--- src/rtl/fir_full_convolution_assert.svh ---
// ---------------------------------------------------------------------------
// Assertion macros for the fir_full_convolution block.
// Defined empty when SYNTH is set.
// ---------------------------------------------------------------------------
`ifndef FIR_FULL_CONVOLUTION_ASSERT_SVH
`define FIR_FULL_CONVOLUTION_ASSERT_SVH
`ifndef SYNTH
`define FC_ASSERT_HOLDS(label, clk, rst_n, cond) \
    label: assert property (@(posedge clk) disable iff (!rst_n) (cond)) \
        else $error("assertion failed");
`define FC_ASSERT_NEXT(label, clk, rst_n, ante, cons) \
    label: assert property (@(posedge clk) disable iff (!rst_n) (ante) |=> (cons)) \
        else $error("assertion failed");
`else
`define FC_ASSERT_HOLDS(label, clk, rst_n, cond)
`define FC_ASSERT_NEXT(label, clk, rst_n, ante, cons)
`endif
`endif

--- src/rtl/fir_fc_pkg.sv ---
// ---------------------------------------------------------------------------
// fir_fc_pkg
// Types and constants shared by the full convolution FIR modules.
// ---------------------------------------------------------------------------
package fir_fc_pkg;

    localparam int TAPS      = 7;
    localparam int NUM_COEF  = 7;
    localparam int DL_DEPTH  = TAPS - 1;
    localparam int SAMPLE_W  = 16;
    localparam int COEF_W    = 18;
    localparam int TAP_W     = 3;
    localparam int PROD_W    = SAMPLE_W + COEF_W;
    localparam int OUT_W     = 36;
    localparam int CFG_IDX_W = 4;
    localparam int QUEUE_DEPTH = 2;

    localparam logic [CFG_IDX_W-1:0] REG_TAP_COUNT = 4'd0;
    localparam logic [CFG_IDX_W-1:0] REG_COEF_0    = 4'd1;

    localparam logic [TAP_W-1:0]  TAP_COUNT_RESET = 3'd1;
    localparam logic [COEF_W-1:0] COEF_0_RESET    = 18'd131071;

    // Configuration as seen by the front and back parts.
    typedef struct packed {
        logic [TAP_W-1:0]                 tap_count;
        logic [NUM_COEF-1:0][COEF_W-1:0]  coef;
    } t_cfg;

    // One filter operation: a value to push through the taps.
    typedef struct packed {
        logic signed [SAMPLE_W-1:0] sample;
        logic                       final_output;
    } t_op;

    // A tap count of zero acts as one.
    function automatic logic [TAP_W-1:0] active_taps(input logic [TAP_W-1:0] tap_count);
        logic [TAP_W-1:0] t;
        t = (tap_count == '0) ? TAP_W'(1) : tap_count;
        return t;
    endfunction

endpackage

--- src/rtl/fir_fc_queue.sv ---
// ---------------------------------------------------------------------------
// fir_fc_queue
// Two-entry register queue between the front and the back of the filter.
// ---------------------------------------------------------------------------
module fir_fc_queue (
    input  logic             i_clk,
    input  logic             i_rst_n,
    input  logic             i_push,
    input  fir_fc_pkg::t_op  i_op,
    output logic             o_full,
    input  logic             i_pop,
    output logic             o_empty,
    output fir_fc_pkg::t_op  o_op
);

    fir_fc_pkg::t_op r_mem [fir_fc_pkg::QUEUE_DEPTH];
    logic       r_wr_ptr;
    logic       r_rd_ptr;
    logic [1:0] r_count;

    assign o_full  = (r_count == 2'(fir_fc_pkg::QUEUE_DEPTH));
    assign o_empty = (r_count == 2'd0);
    assign o_op    = r_mem[r_rd_ptr];

    always_ff @(posedge i_clk) begin
        if (i_push) begin
            r_mem[r_wr_ptr] <= i_op;
        end
    end

    always_ff @(posedge i_clk) begin
        if (!i_rst_n) begin
            r_wr_ptr <= 1'b0;
            r_rd_ptr <= 1'b0;
            r_count  <= 2'd0;
        end else begin
            if (i_push) begin
                r_wr_ptr <= ~r_wr_ptr;
            end
            if (i_pop) begin
                r_rd_ptr <= ~r_rd_ptr;
            end
            case ({i_push, i_pop})
                2'b10:   r_count <= r_count + 2'd1;
                2'b01:   r_count <= r_count - 2'd1;
                default: r_count <= r_count;
            endcase
        end
    end

`include "fir_full_convolution_assert.svh"

    `FC_ASSERT_HOLDS(a_no_push_full, i_clk, i_rst_n, !(i_push && o_full))
    `FC_ASSERT_HOLDS(a_no_pop_empty, i_clk, i_rst_n, !(i_pop && o_empty))

endmodule

--- config.mk ---
export PLATFORM = sky130hd
export DESIGN_NAME = fir_fc_queue
export DESIGN_NICKNAME = d
export VERILOG_FILES = /design/src/rtl/fir_fc_pkg.sv /design/src/rtl/fir_fc_queue.sv
export VERILOG_INCLUDE_DIRS = /design/src /design/src/rtl
export SDC_FILE = /design/constraint.sdc
export NUM_CORES = 1
export LEC_CHECK = 0
export ABC_AREA = 0
export BUFFER_PORTS_ARGS = -buffer_cell sky130_fd_sc_hd__buf_2
export CORE_MARGIN = 1.5
export CORE_UTILIZATION = 50
export CTS_CLUSTER_DIAMETER = 80
export CTS_CLUSTER_SIZE = 16
export DETAILED_ROUTE_END_ITERATION = 7
export PLACE_DENSITY = 0.87
export RECOVER_POWER = 25
export SYNTH_ARGS = -nofsm -noshare
export SYNTH_HDL_FRONTEND = slang
export SYNTH_SLANG_ARGS = --single-unit
--- constraint.sdc ---
create_clock -name i_clk -period 1.9 [get_ports i_clk]
set_input_delay 0.38 -clock i_clk [delete_from_list [all_inputs] [get_ports i_clk]]
set_output_delay 0.38 -clock i_clk [all_outputs]
set_load 0.03 [all_outputs]
* After elaboration in Yosys (flattened, before gate mapping)
Memories as Yosys holds them, arrays and structs flattened. A register that Yosys moved wholly into a read port is not among the register bits.
Cells that the tools add are included.
Widths: inputs -> output; s select.
** Storage, ports and cells
- Register bits after elaboration :: 4
- Bits in writable memories :: 34
- Output and inout port bits :: 19
- Word-level logic and storage cells :: 18
- Memories :: 1
** Memories
- r_mem :: words 2, width 17, read ports 1, clocked after Yosys merged registers in 1, write ports 1, line fir_fc_queue.sv:16 : fir_fc_pkg::t_op r_mem [fir_fc_pkg::QUEUE_DEPTH];
** Cells by class
- $add $sub $neg :: 2
- Equal/unequal tests :: 3
- Muxes and demuxes :: 5
- Bitwise operators :: 2
- Reductions and logical operators :: 2
** Operator list (count)
- $eq 2x2->1 const B :: 2
- $mux 1 :: 4
- $pmux 2 s2 :: 1
- $add 2x1->2 const B :: 1
- $eq 2x1->1 const B :: 1
- $logic_not 2->1 :: 1
- $not 1->1 :: 2
- $reduce_bool 2->1 :: 1
- $sub 2x1->2 const B :: 1

* Logic depth before layout (Yosys ltp)
- Depth in word-level cells :: 3
- Depth in mapped cells :: 5

* Least setup slack after synthesis
No wires, ideal clock.
- Kind :: input port to flip-flop
- Start :: in i_push
- End :: mem r_mem[0][0] in the netlist's numbering (enable)
- Setup time :: 0.392 ns
- Arrival :: 1.188 ns
- Data required time :: 1.508 ns
- Setup slack :: 0.320 ns
- Cell stages on the path :: 2
- Buffers on the path :: 0
- Path through :: inv_1 -> nor2_1
** Between the ends
- Word-level cells in the longest chain between the ends :: 2
** RTL lines
- start: declaration :: line fir_fc_queue.sv:8 : input logic i_push,
- $mux 1 :: line fir_fc_queue.sv:26 : if (i_push) begin
- $mux 1 (implied by the code) :: line fir_fc_queue.sv:27 : r_mem[r_wr_ptr] <= i_op;
- end: declaration :: line fir_fc_queue.sv:16
No other way between the ends.

==> out/results.ini <==
[power]
ir_drop_mv = 0.7307
p_leak_nw = 0.6721
power_density_nw_per_um2 = 949.2

[floorplanning]
die_h_um = 56.65
row_count = 19
core-area_um2 = 2734
die_x_um = 56.65
pin_count = 40
dieArea_um2 = 3209
start_util = 0.5263

[finish]
mostFrequentLayoutCells = buf_2, edfxtp_1, mux2_2, clkbuf_1, buf_4
final_nets = 147
drive_gt1_frac = 0.5040
design_area_um2 = 1747
fillers = 198
diodes = 0
final_util = 0.6389
area_delta_synth_final_pct = 21.39

[setup_path]
required_ns = 1.52
cp_top_family = buffers and inverters
crit_chain = buf_4 > mux2_2 > buf_2
path_buf_inv = 2
reg2reg_slack_ns = 0.86
cp_slowest_cell = dfxtp_1
r2r_cells = 3
r2r_start = r_count[0]$_SDFFE_PN0P_
critPathMaxFanout = 10
crit_path_end_kind = output port
arrival_ns = 1.41
worst_path_largest_cell_delay_ns = 0.35
reg2reg_to = r_count[1]$_SDFFE_PN0P_
path_class = flop to output port
worstSetupStartpointType = flop

[route]
ant_nets = 0
drc = 0
vias_per_cell = 5.032
vias = 785
firstDrtPassIters = 4
wirelength_um = 2363
drtIter0Drc = 13
wl_per_cell_um = 15.15

[cts]
htreeDepth = 2
clk_pin_slew_ns = 0.10
hold_buffers = 0
cts_resized = 0
cts_setup_buffers = 0
insertion_delay_ns = 0.33
cts_inserted_buffers = 5
cts_tree = yes
cts_root_buffer = clkbuf_4
clock_path_buffers = 2
cts_sinks = 39

[global_route]
grt_pass1_wl_um = 3746
grt_max_degree = 12
use_met1 = 0.1833
antenna_found_initial = 0
grt_pass1_vias = 808
gr-usage-all-layers = 0.1639
globalRouteMet2Util = 0.2757
busiest_layer = met2
gr-total-overflow = 0
grtUsageMet3 = 0.07143

[sta]
tightest_slew_ns = 0.1714
rsz0062_at_grt = no
fin_crit_sh = 0.9421
slew_headroom = 0.8845
layout_setup_ws_ns = 0.1100
finalSetupTns_ns = 0
finClkSkew_ns = 0.008943
period_needed_ns = 1.790
drv_slew = 0
finalSetupViolCount = 0
hold_viol = 0
max_freq_mhz = 558.7

[placed_design]
dp_slack_ns = 0.4665
place_congestion = 0.6763
port_buffers = 39
dp_hpwl_um = 1703
placed_area_um2 = 1708

[min_path]
min_from = i_op[13]
whs_path_depth = 1
hold_class = primary input to flop
hold_path_end = r_mem[1][13]$_DFFE_PP_

[yosys]
yosysWarnings = 0
synth-simple-area-share = 0.03739
yosysSeqAreaShare = 0.7791
syn_inst = 75
synth_area_leaders = edfxtp_1, mux2_2, dfxtp_1, and2_1, xnor2_1
synth_compound_area_frac = 0.01391
yosys.area_share.adder = 0.008696
yosys.cell_types.count = 16
ys_seq_elements = 39
synthMuxAreaShare = 0.1330
synth-edff-count = 34
synth_top_area_share = 0.7096
async_reset_ff_frac = 0
synth_flop_cell = edfxtp_1
yosys.area.top_type = edfxtp_1
synth_top_family_by_area = multiplexers
synthXorXnorAreaFrac = 0.01826
synth_area_um2 = 1439
syn-num-nets = 97
syn_avg_cell_area_um2 = 19.19

[status]
outcome = complete, no violations

[run]
cap_violations = 0

[cells by family after synthesis]
kind of cell	Yosys count
buf+inv	3
flops	39
mux	17
simple gates	9
compound gates	3
fa+ha+maj	1
xor+xnor	3
[synthesized netlist by cell type (2+ instances only)]
cell type  count
and2_1         4
edfxtp_1      34
mux2_2        17
xnor2_1        2
buf_2          2
nor2_1         2
dfxtp_1        5
[how the worst max path moves through the flow]
stage	from	to	slack [ns]	cells past startpoint
detailed placement	flop	o_op[12]	0.47	3
global route	flop	o_op[12]	0.06	3
floorplan	i_push	r_mem[0][0]$_DFFE_PP_	0.32	2
global placement	flop	o_op[13]	0.50	3
finish	flop	o_op[12]	0.11	3
CTS	flop	o_op[12]	0.08	3
[per-layer routing]
metal / vias to the layer above / wire length (um)
met4: 0 / 0
met1: 373 / 892
met3: 0 / 201
met2: 33 / 1269
li1: 379 / -
met5: - / 0
[cell type report]
type	instances	area [um^2]	area share
multi-input cells	33	304.0	0.1741
clock buffers	7	45.04	0.02579
inverters	1	3.754	0.002149
well taps	31	38.79	0.02221
repair buffers	45	234.0	0.1340
flip-flops and latches	39	1121	0.6418
[per-stage QoR]
step | total power, mW | hold WS (ns) | std cells
finish | 1.658 | 0.2283 | 156
global route | 1.722 | 0.2080 | 156
CTS | 1.677 | 0.2130 | 156
detailed placement | 1.309 | 0.5231 | 149
global placement | 1.296 | 0.4784 | 149
floorplan | 1.211 | 0.4662 | 75
[worst register-to-register path: cells and delay by family (launching register included)]
family | cells | cell delay (ns)
AOI/OAI and AO/OA | 1 | 0.14
DFF | 1 | 0.41
xor gates and xnor gates | 1 | 0.11
and+or+nand+nor | 1 | 0.33
[state kept, by name, summed over array words and instances (netlist names), named ones only]
register  cells
r_mem        34
r_rd_ptr      1
r_wr_ptr      1
r_count       2
[power breakdown]
part / switching (mW) / internal [mW]
combinational: 0.172 / 0.112
sequential: 0.0173 / 0.984
clock: 0.234 / 0.140
total: 0.423 / 1.24
No activity file was read; power rests on OpenSTA's default activity.
