File: config.mk
export PLATFORM = sky130hd
export DESIGN_NAME = fir_fc_front
export DESIGN_NICKNAME = d
export VERILOG_FILES = /design/src/rtl/fir_fc_pkg.sv /design/src/rtl/fir_fc_front.sv
export VERILOG_INCLUDE_DIRS = /design/src /design/src/rtl
export SDC_FILE = /design/constraint.sdc
export NUM_CORES = 1
export LEC_CHECK = 0
export BUFFER_PORTS_ARGS = -buffer_cell sky130_fd_sc_hd__buf_2
export CAP_MARGIN = 20
export CORE_AREA = 3 3 64 66
export DETAILED_ROUTE_END_ITERATION = 8
export DIE_AREA = 0 0 67 69
export PLACE_DENSITY = 0.68
export SLEW_MARGIN = 20
export SYNTH_ARGS = -nofsm -noshare
export SYNTH_HDL_FRONTEND = slang
export SYNTH_SLANG_ARGS = --single-unit
File: constraint.sdc
create_clock -name i_clk -period 4.28 [get_ports i_clk]
set_input_delay 0.642 -clock i_clk [delete_from_list [all_inputs] [get_ports i_clk]]
set_output_delay 0.642 -clock i_clk [all_outputs]
set_load 0.01 [all_outputs]
File: src/rtl/fir_full_convolution_assert.svh
// ---------------------------------------------------------------------------
// Assertion macros for the fir_full_convolution block.
// Defined empty when SYNTH is set.
// ---------------------------------------------------------------------------
`ifndef FIR_FULL_CONVOLUTION_ASSERT_SVH
`define FIR_FULL_CONVOLUTION_ASSERT_SVH
`ifndef SYNTH
`define FC_ASSERT_HOLDS(label, clk, rst_n, cond) \
    label: assert property (@(posedge clk) disable iff (!rst_n) (cond)) \
        else $error("assertion failed");
`define FC_ASSERT_NEXT(label, clk, rst_n, ante, cons) \
    label: assert property (@(posedge clk) disable iff (!rst_n) (ante) |=> (cons)) \
        else $error("assertion failed");
`else
`define FC_ASSERT_HOLDS(label, clk, rst_n, cond)
`define FC_ASSERT_NEXT(label, clk, rst_n, ante, cons)
`endif
`endif

File: src/rtl/fir_fc_pkg.sv
// ---------------------------------------------------------------------------
// fir_fc_pkg
// Types and constants shared by the full convolution FIR modules.
// ---------------------------------------------------------------------------
package fir_fc_pkg;

    localparam int TAPS      = 7;
    localparam int NUM_COEF  = 7;
    localparam int DL_DEPTH  = TAPS - 1;
    localparam int SAMPLE_W  = 16;
    localparam int COEF_W    = 18;
    localparam int TAP_W     = 3;
    localparam int PROD_W    = SAMPLE_W + COEF_W;
    localparam int OUT_W     = 36;
    localparam int CFG_IDX_W = 4;
    localparam int QUEUE_DEPTH = 2;

    localparam logic [CFG_IDX_W-1:0] REG_TAP_COUNT = 4'd0;
    localparam logic [CFG_IDX_W-1:0] REG_COEF_0    = 4'd1;

    localparam logic [TAP_W-1:0]  TAP_COUNT_RESET = 3'd1;
    localparam logic [COEF_W-1:0] COEF_0_RESET    = 18'd131071;

    // Configuration as seen by the front and back parts.
    typedef struct packed {
        logic [TAP_W-1:0]                 tap_count;
        logic [NUM_COEF-1:0][COEF_W-1:0]  coef;
    } t_cfg;

    // One filter operation: a value to push through the taps.
    typedef struct packed {
        logic signed [SAMPLE_W-1:0] sample;
        logic                       final_output;
    } t_op;

    // A tap count of zero acts as one.
    function automatic logic [TAP_W-1:0] active_taps(input logic [TAP_W-1:0] tap_count);
        logic [TAP_W-1:0] t;
        t = (tap_count == '0) ? TAP_W'(1) : tap_count;
        return t;
    endfunction

endpackage

File: src/rtl/fir_fc_front.sv
// ---------------------------------------------------------------------------
// fir_fc_front
// Accepts samples and expands the end of each signal into tail operations.
// ---------------------------------------------------------------------------
module fir_fc_front (
    input  logic                          i_clk,
    input  logic                          i_rst_n,
    input  fir_fc_pkg::t_cfg              i_cfg,
    input  logic                          i_in_valid,
    output logic                          o_in_ready,
    input  logic signed [fir_fc_pkg::SAMPLE_W-1:0] i_sample,
    input  logic                          i_end_of_signal,
    input  logic                          i_queue_full,
    output logic                          o_push,
    output fir_fc_pkg::t_op               o_op
);

    typedef enum logic [1:0] {
        ST_TAKE = 2'b01,
        ST_TAIL = 2'b10
    } t_state;

    t_state r_state, n_state;
    logic [fir_fc_pkg::TAP_W-1:0] r_left, n_left;
    logic [fir_fc_pkg::TAP_W-1:0] taps;
    logic accept;

    assign taps = fir_fc_pkg::active_taps(i_cfg.tap_count);

    always_comb begin
        n_state    = r_state;
        n_left     = r_left;
        o_in_ready = 1'b0;
        o_push     = 1'b0;
        accept     = 1'b0;
        o_op.sample       = '0;
        o_op.final_output = 1'b0;
        case (r_state)
            ST_TAKE: begin
                o_in_ready = !i_queue_full;
                accept     = i_in_valid && !i_queue_full;
                o_push     = accept;
                o_op.sample       = i_sample;
                o_op.final_output = i_end_of_signal && (taps == fir_fc_pkg::TAP_W'(1));
                if (accept && i_end_of_signal && (taps != fir_fc_pkg::TAP_W'(1))) begin
                    n_state = ST_TAIL;
                    n_left  = taps - fir_fc_pkg::TAP_W'(1);
                end
            end
            ST_TAIL: begin
                // Tail outputs are computed with zeros fed into the taps.
                o_push            = !i_queue_full;
                o_op.final_output = (r_left == fir_fc_pkg::TAP_W'(1));
                if (!i_queue_full) begin
                    n_left = r_left - fir_fc_pkg::TAP_W'(1);
                    if (r_left == fir_fc_pkg::TAP_W'(1)) begin
                        n_state = ST_TAKE;
                    end
                end
            end
            default: begin
                n_state = ST_TAKE;
            end
        endcase
    end

    always_ff @(posedge i_clk) begin
        if (!i_rst_n) begin
            r_state <= ST_TAKE;
            r_left  <= '0;
        end else begin
            r_state <= n_state;
            r_left  <= n_left;
        end
    end

`include "fir_full_convolution_assert.svh"

    `FC_ASSERT_HOLDS(a_tail_blocks_input, i_clk, i_rst_n, !(r_state == ST_TAIL && o_in_ready))

endmodule

Yosys cells after proc, flatten, opt, wreduce, memory -nomap -nowiden:

Cells that the tools add are included.

* reductions and logical operators: 9
* multiplexer cells: 12
* $add $sub $neg: 2
* equal/unequal tests: 8

Operators with widths (number)
* $mux W16: 1
* $mux W3: 3
* $eq A3 B1 Y1 const B: 2
* $mux W2: 3
* $ne A2 B2 Y1 const B: 3
* $pmux W3 S2: 1
* $reduce_and A3 Y1: 2
* $sub A3 B1 Y3 const B: 2
* $logic_and A1 B1 Y1: 4
* $pmux W1 S2: 2
* $pmux W2 S2: 1
* $logic_not A3 Y1: 1
* $ne A3 B1 Y1 const B: 1
* $eq A2 B1 Y1 const B: 1
* $eq A2 B2 Y1 const B: 1
* $reduce_bool A2 Y1: 1
* $logic_not A1 Y1: 1
* $mux W1: 1

* input bits: 150
* bits in registers: 5

Depth between registers and ports, before layout:

Gate-level depths: netlist (run 1).

* depth in word-level cells: 6
* gate-level depth with buffers: 7
* depth with buffers taken out: 7

Least setup slack after synthesis (run 1):

OpenSTA, ideal clock, no wires.

* path type: input -> output
* start point: input port i_cfg[127] (netlist name)
* end point: output port o_op[0] (netlist name)
* data required time: 3638 ps
* slack: 2298 ps
* path buffers: 0
* cell stages on the path: 4
* arrival: 1340 ps
* cell sequence: o21bai_1 -> ha_1 -> nand4b_1 -> a21oi_1

RTL lines
* from (decl): RTL line fir_fc_front.sv:8 `input fir_fc_pkg::t_cfg i_cfg,`
* to (decl): RTL line fir_fc_front.sv:15 `output fir_fc_pkg::t_op o_op`

==> metrics.md, run 1 <==
| Metric | Value |
|---|---|
| Hold path start | `r_left[1]` |
| Sequential area share after synthesis | `0.178` |
| Reg clk slew, reported paths | `40 ps` |
| Post-CTS sizing | `0` |
| Synth Flop Type | `dfxtp_1` |
| Rel. slew slack | `0.527` |
| CORE AREA | `3630 µm²` |
| Area grow syn2layout | `52.8%` |
| Slew @ Worst Pin | `710 ps` |
| Reg2reg start | `r_state[1]` |
| Setup slack after layout | `1910 ps` |
| CP arrival | `1730 ps` |
| Nets | `269` |
| Count of final max-slew check failures | `0` |
| Initial DRT Pass Iterations | `4` |
| Total track usage | `0.0658` |
| Endpoints failing setup | `0` |
| Die area | `4620 µm²` |
| CTS tree | `built` |
| Mapped Cells | `69` |
| Hold Path Depth | `2` |
| Fmax | `421 MHz` |
| Vias per cell | `3.64` |
| Routed WL per cell | `9.11 µm` |
| FFs w/ async S/R, synth | `0` |
| Synth cell types | `26` |
| RSZ-0062 raised after global routing | `no` |
| Worst vdd ir | `0.201 mV` |
| Top cells by count, synth | `and2_1 (16), inv_1 (10), ha_1 (6)` |
| CP startpoint kind | `flop` |
| Inserted Clock Buffers | `3` |
| DP Wirelength | `1200 µm` |
| Ports | `169` |
| Post-DRT Antenna Nets | `0` |
| Outcome | `completed` |
| Total gr overflow | `0` |
| Mapped Avg Cell Area | `8.14 µm²` |
| Tcrit/Tclk final | `0.555` |
| Chip Width | `67 µm` |
| Hold_buf cts | `0` |
| CTS Sinks | `5` |
| Critical path peak fanout | `22` |
| CTS root buf | `clkbuf_8` |
| DR vias | `582` |
| Die height | `69 µm` |
| Buffers on Ports | `42` |
| Setup Buffers After CTS | `0` |
| Total wire length | `1460 µm` |
| DRT iter0 DRCs | `7` |
| Skew final | `4.83 ps` |
| R2R setup slack | `2480 ps` |
| Endpoints failing hold | `0` |
| Setup TNS | `0 ps` |
| Count leader, synth | `and2_1` |
| HP Class | `reg -> reg` |
| Synth top area share | `0.178` |
| Residual DRC count | `0` |
| Critical path class | `reg -> out` |
| Initial Utilization | `0.155` |
| GP Congestion | `0.752` |
| R2r endpoint | `r_left[2]` |
| R2R depth | `6` |
| Clk_lat worst skew | `220 ps` |
| Syn. warnings | `0` |
| First-pass GRT wire length | `2440 µm` |
| Worst Hold End | `r_left[1]` |
| Post-Place Worst Slack | `1980 ps` |
| Initial antenna violation count | `0` |
| Synth area leader | `and2_1` |
| Cell Area, Synth | `562 µm²` |
| CP required | `3640 ps` |
| CP endpoint kind | `output port` |
| Largest net degree at the start of global routing | `23` |
| Post-synth EDFFs | `0` |
| Seq cells post-synth | `5` |
| Crit path time final | `2370 ps` |
| N_diodes | `0` |
| Tot Pwr | `0.000208 W` |
| Syn nets | `225` |
| Vias in the first global route | `610` |
| PwrDens | `243 nW/µm²` |
| Max Cap Viol | `0` |
| Ranking of synthesized cells by area | `and2_1 (18%), dfxtp_1 (18%), ha_1 (13%)` |
| H-Tree Level Count | `1` |
| Maximum clock path buffer count | `2` |
| Row count | `22` |
| Leak | `0.437 nW` |
| Share of post-route cells with drive strength above 1 | `0.446` |
[layout by cell type (no fill, tap or decap), types with 2 or more instances in the layout]
cell type  synthesis  layout
buf_2              0      42
and2_1            16      16
inv_1             10      10
ha_1               6       6
dfxtp_1            5       5
a21oi_1            4       4
nor2_1             3       3
o21ai_0            3       3
clkbuf_8           0       3
o21bai_1           2       2
o21a_1             2       2
[power breakdown]
group / internal, W / leakage (nW) / switching, W / total (W)
registers: 0.0000491 / 0.0408 / 0.00000145 / 0.0000506
logic: 0.0000344 / 0.373 / 0.0000356 / 0.0000700
clock network: 0.0000640 / 0.0228 / 0.0000236 / 0.0000876
[worst max-delay path, stage by stage (launching register included)]
cell and delay (ps):
dfxtp_1 320, inv_1 60, ha_1 600, nand4b_1 170
a21oi_1 200, buf_2 160
[registers in the layout, indices dropped and copies added, names as in the netlist]
signal   count
r_left       3
r_state      2
[worst max-delay path by stage]
stage               start       to  depth (start not counted)
6_report       r_state[1]  o_op[0]                          5
5_1_grt        r_state[1]  o_op[0]                          5
4_1_cts        r_state[1]  o_op[0]                          5
3_5_place_dp   i_cfg[128]  o_op[0]                          6
3_3_place_gp   i_cfg[128]  o_op[0]                          6
2_1_floorplan  i_cfg[127]  o_op[0]                          4
[cell families (layout without fill, tap and decap cells)]
| family | Yosys count | count (layout) | synth area share |
|---|---|---|---|
| adder cells (fa/ha/maj) | 6 | 6 | 0.134 |
| buffers and inverters | 13 | 56 | 0.100 |
| AO/OA/AOI/OAI | 16 | 16 | 0.234 |
| flip-flops | 5 | 5 | 0.178 |
| XOR/XNOR | 1 | 1 | 0.0156 |
| multiplexers | 1 | 1 | 0.0178 |
| AND/OR/NAND/NOR | 27 | 27 | 0.321 |
[cell type report]
type / count / area [µm²]
clock buffer: 4 / 45.0
fill: 416 / 2780
inverter: 10 / 37.5
tap: 48 / 60.1
timing repair buffer: 42 / 210
multi-input combinational: 51 / 405
sequential: 5 / 100
[routing by layer]
metal | track usage | vias to the layer above | routed length (µm)
li1 | - | 313 | -
met3 | 0.0358 | 0 | 130
met1 | 0.0678 | 249 | 576
met4 | 0.00676 | 0 | 0
met2 | 0.118 | 20 | 750
met5 | 0 | - | 0
[stage by stage]
step           instance area, µm²  utilization  hold slack [ps]  cells
6_report                      858        0.236              503    160
5_1_grt                       858        0.236              532    160
4_1_cts                       858        0.236              504    160
3_5_place_dp                  813        0.224              495    156
3_3_place_gp                  813        0.224              489    156
2_1_floorplan                 562            -              463     69
Note: power is estimated with default switching activity, not from simulation.
==> inputs of run 2 (changes only) <==
- ABC_AREA: unset -> 1
- clock period: 4.28 -> 2.2 ns (I/O delays scaled with it)
==> metrics.md, run 2 <==
| Metric | Value |
|---|---|
| Residual DRC count | `0 (unchanged)` |
| Crit-path max cell delay | `300 ps (was 600 ps)` |
| Routed WL per cell | `7.43 µm (was 9.11 µm)` |
| Largest Register | `r_left (unchanged)` |
| CP required | `1870 ps (was 3640 ps)` |
| Slew @ Worst Pin | `338 ps (was 710 ps)` |
| HP Class | `in -> reg (was reg -> reg)` |
| Leak | `0.588 nW (was 0.437 nW)` |
| Ports | `169 (unchanged)` |
| Crit path time final | `1790 ps` |
| Post-synth EDFFs | `0 (unchanged)` |
| Largest family of logic cells by synthesized area | `simple AND/OR/NAND/NOR gates (unchanged)` |
| Vias in the first global route | `631 (was 610)` |
| Multiplexer share of the synthesized area | `0 (was 0.0178)` |
| Sequential area share after synthesis | `0.178 (about the same)` |
| Share of post-route cells with drive strength above 1 | `0.372 (was 0.446)` |
| Synth area leader | `nand2_1 (was and2_1)` |
| Skew final | `1.97 ps (was 4.83 ps)` |
| Setup slack after layout | `414 ps (was 1910 ps)` |
| DR vias | `683 (was 582)` |
| Layout fillers | `431 (was 416)` |
| Synth top area share | `0.213 (was 0.178)` |
| N_diodes | `0 (unchanged)` |
| Multi-input gate area | `349 µm² (was 405 µm²)` |
| Synth Area in XOR/XNOR | `0.0311 (was 0.0156)` |
| Max reg flops | `3 (unchanged)` |
| Synth cell types | `20 (was 26)` |
| Initial Utilization | `0.155 (about the same)` |
| CTS tree | `built (unchanged)` |
| Syn nets | `256 (was 225)` |
| Post-DRT Antenna Nets | `0 (unchanged)` |
| Cell Area, Synth | `563 µm² (was 562 µm²)` |
| Endpoints failing hold | `0 (unchanged)` |
| CTS Sinks | `5 (unchanged)` |
| Simple-Gate Fraction of Synth Area | `0.353 (was 0.321)` |
| Endpoints failing setup | `0 (unchanged)` |
| Setup TNS | `0 ps (unchanged)` |
| CORE AREA | `3630 µm² (unchanged)` |
| Total gr overflow | `0 (unchanged)` |
| Total wire length | `1430 µm (was 1460 µm)` |
| Syn. warnings | `0 (unchanged)` |
| Most common cell after layout, fill and taps aside | `buf_2 (unchanged)` |
| Buffers on Ports | `42 (unchanged)` |
| Hold_buf cts | `0 (unchanged)` |
| Compound-Gate Fraction of Synth Area | `0.102 (was 0.234)` |
| Count leader, synth | `nand2_1 (was and2_1)` |
| First-pass GRT wire length | `2500 µm (was 2440 µm)` |
| Initial DRT Pass Iterations | `2 (was 4)` |
| Top delay family on crit path | `buffers and inverters (was adder cells)` |
| FFs w/ async S/R, synth | `0 (unchanged)` |
| Register Area | `100 µm² (unchanged)` |
| H-Tree Level Count | `1 (unchanged)` |
| CP startpoint kind | `flop (unchanged)` |
| Initial antenna violation count | `0 (unchanged)` |
| Most used cell along the critical path | `inv_1` |
| Seq cells post-synth | `5 (unchanged)` |
| Worst vdd ir | `0.477 mV (was 0.201 mV)` |
| DP Wirelength | `1260 µm (was 1200 µm)` |
| Outcome | `completed (unchanged)` |
| Post-route cell area | `877 µm² (was 858 µm²)` |
| Total track usage | `0.0667 (was 0.0658)` |
| Post-synthesis adder-cell area fraction | `0.133 (was 0.134)` |
| Critical path peak fanout | `7 (was 22)` |
| Die area | `4620 µm² (unchanged)` |
| Most frequent cells in the layout | `buf_2 (42), nand2_1 (32), inv_1 (26) (was buf_2 (42), and2_1 (16), inv_1 (10))` |
| PwrDens | `1120 nW/µm² (was 243 nW/µm²)` |
| Maximum clock path buffer count | `2 (unchanged)` |
| Fmax | `560 MHz` |
| Mapped Avg Cell Area | `5.63 µm² (was 8.14 µm²)` |
| Chip Width | `67 µm (unchanged)` |
| Critical Path Stages | `6 (was 5)` |
| Top cells by count, synth | `nand2_1 (32), inv_1 (26), ha_1 (6), nor2_1 (6), dfxtp_1 (5) (was and2_1 (16), inv_1 (10), ha_1 (6))` |
| RSZ-0062 raised after global routing | `no (unchanged)` |
| Nets | `302 (was 269)` |
| Die height | `69 µm (unchanged)` |
| Tcrit/Tclk final | `0.812` |
| Area grow syn2layout | `55.8% (was 52.8%)` |
| Largest net degree at the start of global routing | `15 (was 23)` |
| Synth Flop Type | `dfxtp_1 (unchanged)` |
| GP Congestion | `0.742 (was 0.752)` |
| DRT iter0 DRCs | `6 (was 7)` |
| Critical path class | `reg -> out (unchanged)` |
| Setup Buffers After CTS | `0 (unchanged)` |
| Row count | `22 (unchanged)` |
| Largest registers | `r_left (3), r_state (2) (unchanged)` |
| CP arrival | `1460 ps (was 1730 ps)` |
| Max Cap Viol | `0 (unchanged)` |
| CP cell instances | `inv_1 -> ha_1 -> inv_1 -> or2_1 -> a21oi_1 -> buf_2 (was inv_1 -> ha_1 -> nand4b_1 -> a21oi_1 -> buf_2)` |
| Ranking of synthesized cells by area | `nand2_1 (21%), dfxtp_1 (18%), inv_1 (17%) (was and2_1 (18%), dfxtp_1 (18%), ha_1 (13%))` |
| Crit path buf inv count | `3 (was 2)` |
| CP endpoint kind | `output port (unchanged)` |
| Critical-path top delay cell | `dfxtp_1 (was ha_1)` |
| Post-place instance area | `832 µm² (was 813 µm²)` |
| R2R depth | `7 (was 6)` |
| Rel. slew slack | `0.775 (was 0.527)` |
| Post-Place Worst Slack | `628 ps (was 1980 ps)` |
| Count of final max-slew check failures | `0 (unchanged)` |
| Clk_lat worst skew | `220 ps (about the same)` |
| Hold Path Depth | `2 (unchanged)` |
| Inserted Clock Buffers | `3 (unchanged)` |
| Reg clk slew, reported paths | `30 ps (was 40 ps)` |
| Post-CTS sizing | `0 (unchanged)` |
| Vias per cell | `3.54 (was 3.64)` |
| CTS root buf | `clkbuf_8 (unchanged)` |
| Mapped Cells | `100 (was 69)` |
[run 2: cell types whose count changed in the layout (fill, tap and decap cells not counted), sizes merged, moves of 2 or more]
| cell | delta |
|---|---|
| nand2 | +34 |
| inv | +18 |
| and2 | -16 |
| nor2 | +4 |
| nand3 | +3 |
| a21oi | +2 |
| o21a | -2 |
| o21bai | -2 |
[run 2: power by group]
group	internal, W	switching [W]
combinational	0.000265	0.000395
clock	0.000124	0.0000414
sequential	0.000130	0.0000249
[run 2: cell type report]
| type | count | share of cell area |
|---|---|---|
| Clock buffer | 4 | 0.0514 |
| Inverter | 28 | 0.120 |
| Multi-Input combinational cell | 65 | 0.398 |
| Sequential cell | 5 | 0.114 |
| Tap cell | 48 | 0.0685 |
| Timing Repair Buffer | 43 | 0.248 |
[run 2: final timing paths]
kind	from	endpoint	slack, ps
hold reg to reg	r_left[1]	r_left[1]	460
setup reg to reg	r_state[1]	r_left[0]	870
hold / removal	i_rst_n	r_state[0]	330
setup / recovery	r_state[0]	o_push	410
[run 2: worst register-to-register path, cell delays in order (launching register included)]
cell	delay [ps]
dfxtp_1	310
inv_1	60
ha_1	340
nor2_1	100
a21oi_2	150
nand2_2	100
nor2_1	110
nor2_1	50
[run 2: cells by family after synthesis]
kind of cell / after synthesis
and+or+nand+nor: 47
buffers and inverters: 30
AOI/OAI and AO/OA: 10
adders and majority gates: 6
DFF: 5
xor gates and xnor gates: 2
[run 2: through the flow]
stage,hold slack [ps],util,total power (W),std cells
6_report,327,0.241,0.000981,193
5_1_grt,335,0.241,0.00110,193
3_3_place_gp,452,0.229,0.000819,189
2_1_floorplan,399,-,0.000609,100
4_1_cts,324,0.241,0.00100,193
3_5_place_dp,455,0.229,0.000826,189
[run 2: layer usage]
metal	GRT usage	share of wire	up-vias
met5	0	0	-
met4	0.00676	0	0
met3	0.0309	0.054	0
met2	0.107	0.49	15
met1	0.0835	0.45	290
li1	-	-	378
==> inputs of run 3 (changes only) <==
- clock period: 2.2 -> 1.7 ns (I/O delays scaled with it)
==> metrics.md, run 3 (synthesized netlist as in run 2, its figures left out) <==
| Metric | Value |
|---|---|
| Chip Width | `67 µm (unchanged)` |
| Total gr overflow | `0 (unchanged)` |
| DR vias | `694 (was 683)` |
| RSZ-0062 raised after global routing | `no (unchanged)` |
| Clk_lat worst skew | `220 ps (about the same)` |
| Critical Path Stages | `6 (unchanged)` |
| Largest Register | `r_left (unchanged)` |
| Endpoints failing hold | `0 (unchanged)` |
| Vias per cell | `3.58 (was 3.54)` |
| Crit path buf inv count | `3 (unchanged)` |
| Reg clk slew, reported paths | `30 ps (about the same)` |
| Post-DRT Antenna Nets | `0 (unchanged)` |
| Hold path start | `i_rst_n (unchanged)` |
| CP cell instances | `inv_1 -> ha_4 -> inv_2 -> or2_1 -> a21oi_2 -> buf_2 (was inv_1 -> ha_1 -> inv_1 -> or2_1 -> a21oi_1 -> buf_2)` |
| Total track usage | `0.0664 (was 0.0667)` |
| Skew final | `1.45 ps (was 1.97 ps)` |
| CP arrival | `1350 ps (was 1460 ps)` |
| Tcrit/Tclk final | `0.945` |
| Net Sw Frac | `0.468 (was 0.471)` |
| Hold Path Depth | `2 (unchanged)` |
| Initial DRT Pass Iterations | `2 (unchanged)` |
| Area grow syn2layout | `60.0% (was 55.8%)` |
| Outcome | `completed (unchanged)` |
| R2r endpoint | `r_left[0] (unchanged)` |
| Rel. slew slack | `0.855 (was 0.775)` |
| Endpoints failing setup | `0 (unchanged)` |
| Part of the power in registers | `0.155 (was 0.158)` |
| Post-place instance area | `840 µm² (was 832 µm²)` |
| Routed WL per cell | `7.59 µm (was 7.43 µm)` |
| DP Wirelength | `1280 µm (was 1260 µm)` |
| Die area | `4620 µm² (unchanged)` |
| Initial Utilization | `0.155 (unchanged)` |
| Psw | `0.000618 W (was 0.000462 W)` |
| HP Class | `in -> reg (unchanged)` |
| Layout fillers | `438 (was 431)` |
| R2R depth | `9 (was 7)` |
| Critical path peak fanout | `7 (unchanged)` |
| First-pass GRT wire length | `2470 µm (was 2500 µm)` |
| H-Tree Level Count | `1 (unchanged)` |
| Row count | `22 (unchanged)` |
| Inserted Clock Buffers | `3 (unchanged)` |
| Buffers on Ports | `42 (unchanged)` |
| Total wire length | `1470 µm (was 1430 µm)` |
| P_int | `0.000703 W (was 0.000519 W)` |
| Maximum clock path buffer count | `2 (unchanged)` |
| Max Cap Viol | `0 (unchanged)` |
| R2R setup slack | `370 ps (was 870 ps)` |
| Slew @ Worst Pin | `215 ps (was 338 ps)` |
| Setup Buffers After CTS | `0 (unchanged)` |
| Fmax | `622 MHz` |
| Post-route cell area | `901 µm² (was 877 µm²)` |
| Critical-path top delay cell | `dfxtp_1 (unchanged)` |
| CP startpoint kind | `flop (unchanged)` |
| CP endpoint kind | `output port (unchanged)` |
| CTS Sinks | `5 (unchanged)` |
| Worst vdd ir | `0.707 mV (was 0.477 mV)` |
| Hold_buf cts | `0 (unchanged)` |
| CP required | `1440 ps (was 1870 ps)` |
| Setup TNS | `0 ps (unchanged)` |
| DRT iter0 DRCs | `5 (was 6)` |
| Crit-path max cell delay | `300 ps (about the same)` |
| Max reg flops | `3 (unchanged)` |
| Vias in the first global route | `662 (was 631)` |
| Multi-input gate area | `365 µm² (was 349 µm²)` |
| Count of final max-slew check failures | `0 (unchanged)` |
| Ports | `169 (unchanged)` |
| Worst Hold End | `r_state[0] (unchanged)` |
| Critical path class | `reg -> out (unchanged)` |
| Top delay family on crit path | `buffers and inverters (unchanged)` |
| CTS root buf | `clkbuf_8 (unchanged)` |
| Clk pwr share | `0.164 (was 0.169)` |
| Initial antenna violation count | `0 (unchanged)` |
| Reg2reg start | `r_state[1] (unchanged)` |
| Leak | `0.591 nW (was 0.588 nW)` |
| Largest net degree at the start of global routing | `15 (unchanged)` |
| Crit path time final | `1610 ps` |
| Most frequent cells in the layout | `buf_2 (42), nand2_1 (32), inv_1 (25) (was buf_2 (42), nand2_1 (32), inv_1 (26))` |
| Register Area | `100 µm² (unchanged)` |
| GP Congestion | `0.778 (was 0.742)` |
| Residual DRC count | `0 (unchanged)` |
| N_diodes | `0 (unchanged)` |
| Post-CTS sizing | `1 (was 0)` |
| PwrDens | `1470 nW/µm² (was 1120 nW/µm²)` |
| CORE AREA | `3630 µm² (unchanged)` |
| CTS tree | `built (unchanged)` |
| Share of post-route cells with drive strength above 1 | `0.397 (was 0.372)` |
| Comb pwr share | `0.681 (was 0.674)` |
| Largest registers | `r_left (3), r_state (2) (unchanged)` |
| Die height | `69 µm (unchanged)` |
| Nets | `303 (was 302)` |
| Most common cell after layout, fill and taps aside | `buf_2 (unchanged)` |
==> run 3: changes by cell type in the layout (fill, tap and decap cells not counted), sizes merged <==
cell	before	now
buf	43	44
==> run 3: worst max-delay path by stage <==
stage	startpoint	endpoint	slack, ps
finish	r_state[0]	o_push	90
global placement	r_state[0]	o_push	230
global route	r_state[0]	o_push	20
CTS	r_state[0]	o_push	20
detailed placement	i_cfg[128]	r_left[0]	220
floorplan	r_state[0]	o_push	330
==> run 3: metal layers <==
layer | global-route usage | vias up | part of all wire
met3 | 0.0342 | 0 | 0.066
met5 | 0 | - | 0
li1 | - | 382 | -
met2 | 0.121 | 17 | 0.50
met4 | 0 | 0 | 0
met1 | 0.0707 | 295 | 0.44
==> run 3: power by group through the flow <==
| stage | Combinational, W | Sequential, W | Clock, W |
|---|---|---|---|
| finish | 0.000899 | 0.000205 | 0.000217 |
| global route | 0.00104 | 0.000209 | 0.000232 |
| CTS | 0.000886 | 0.000203 | 0.000223 |
| detailed placement | 0.000879 | 0.000203 | 0 |
| global placement | 0.000873 | 0.000202 | 0 |
| floorplan | 0.000593 | 0.000195 | 0 |
==> run 3: metrics by stage <==
step | hold slack, ps | cells | utilization | setup slack, ps | power [W]
after floorplan | 324 | 100 | - | 329 | 0.000788
after global placement | 453 | 190 | 0.231 | 228 | 0.00108
after detailed placement | 454 | 190 | 0.231 | 223 | 0.00108
after CTS | 246 | 194 | 0.244 | 20.3 | 0.00131
after global routing | 259 | 194 | 0.248 | 19.7 | 0.00148
final | 248 | 194 | 0.248 | 93.0 | 0.00132
==> run 3: final cells by class <==
class                   count  share of cell area
repair buffers             44               0.250
clock buffers               4              0.0500
inverters                  28               0.117
multi-input cells          65               0.406
flip-flops and latches      5               0.111
well taps                  48              0.0667
==> run 3: worst register-to-register path: cells and delay by family (launching register included) <==
kind | cells | cell delay [ps]
AO/OA/AOI/OAI | 1 | 60
buffers and inverters | 2 | 230
adder cells (fa/ha/maj) | 1 | 190
AND/OR/NAND/NOR | 5 | 370
flip-flops | 1 | 380
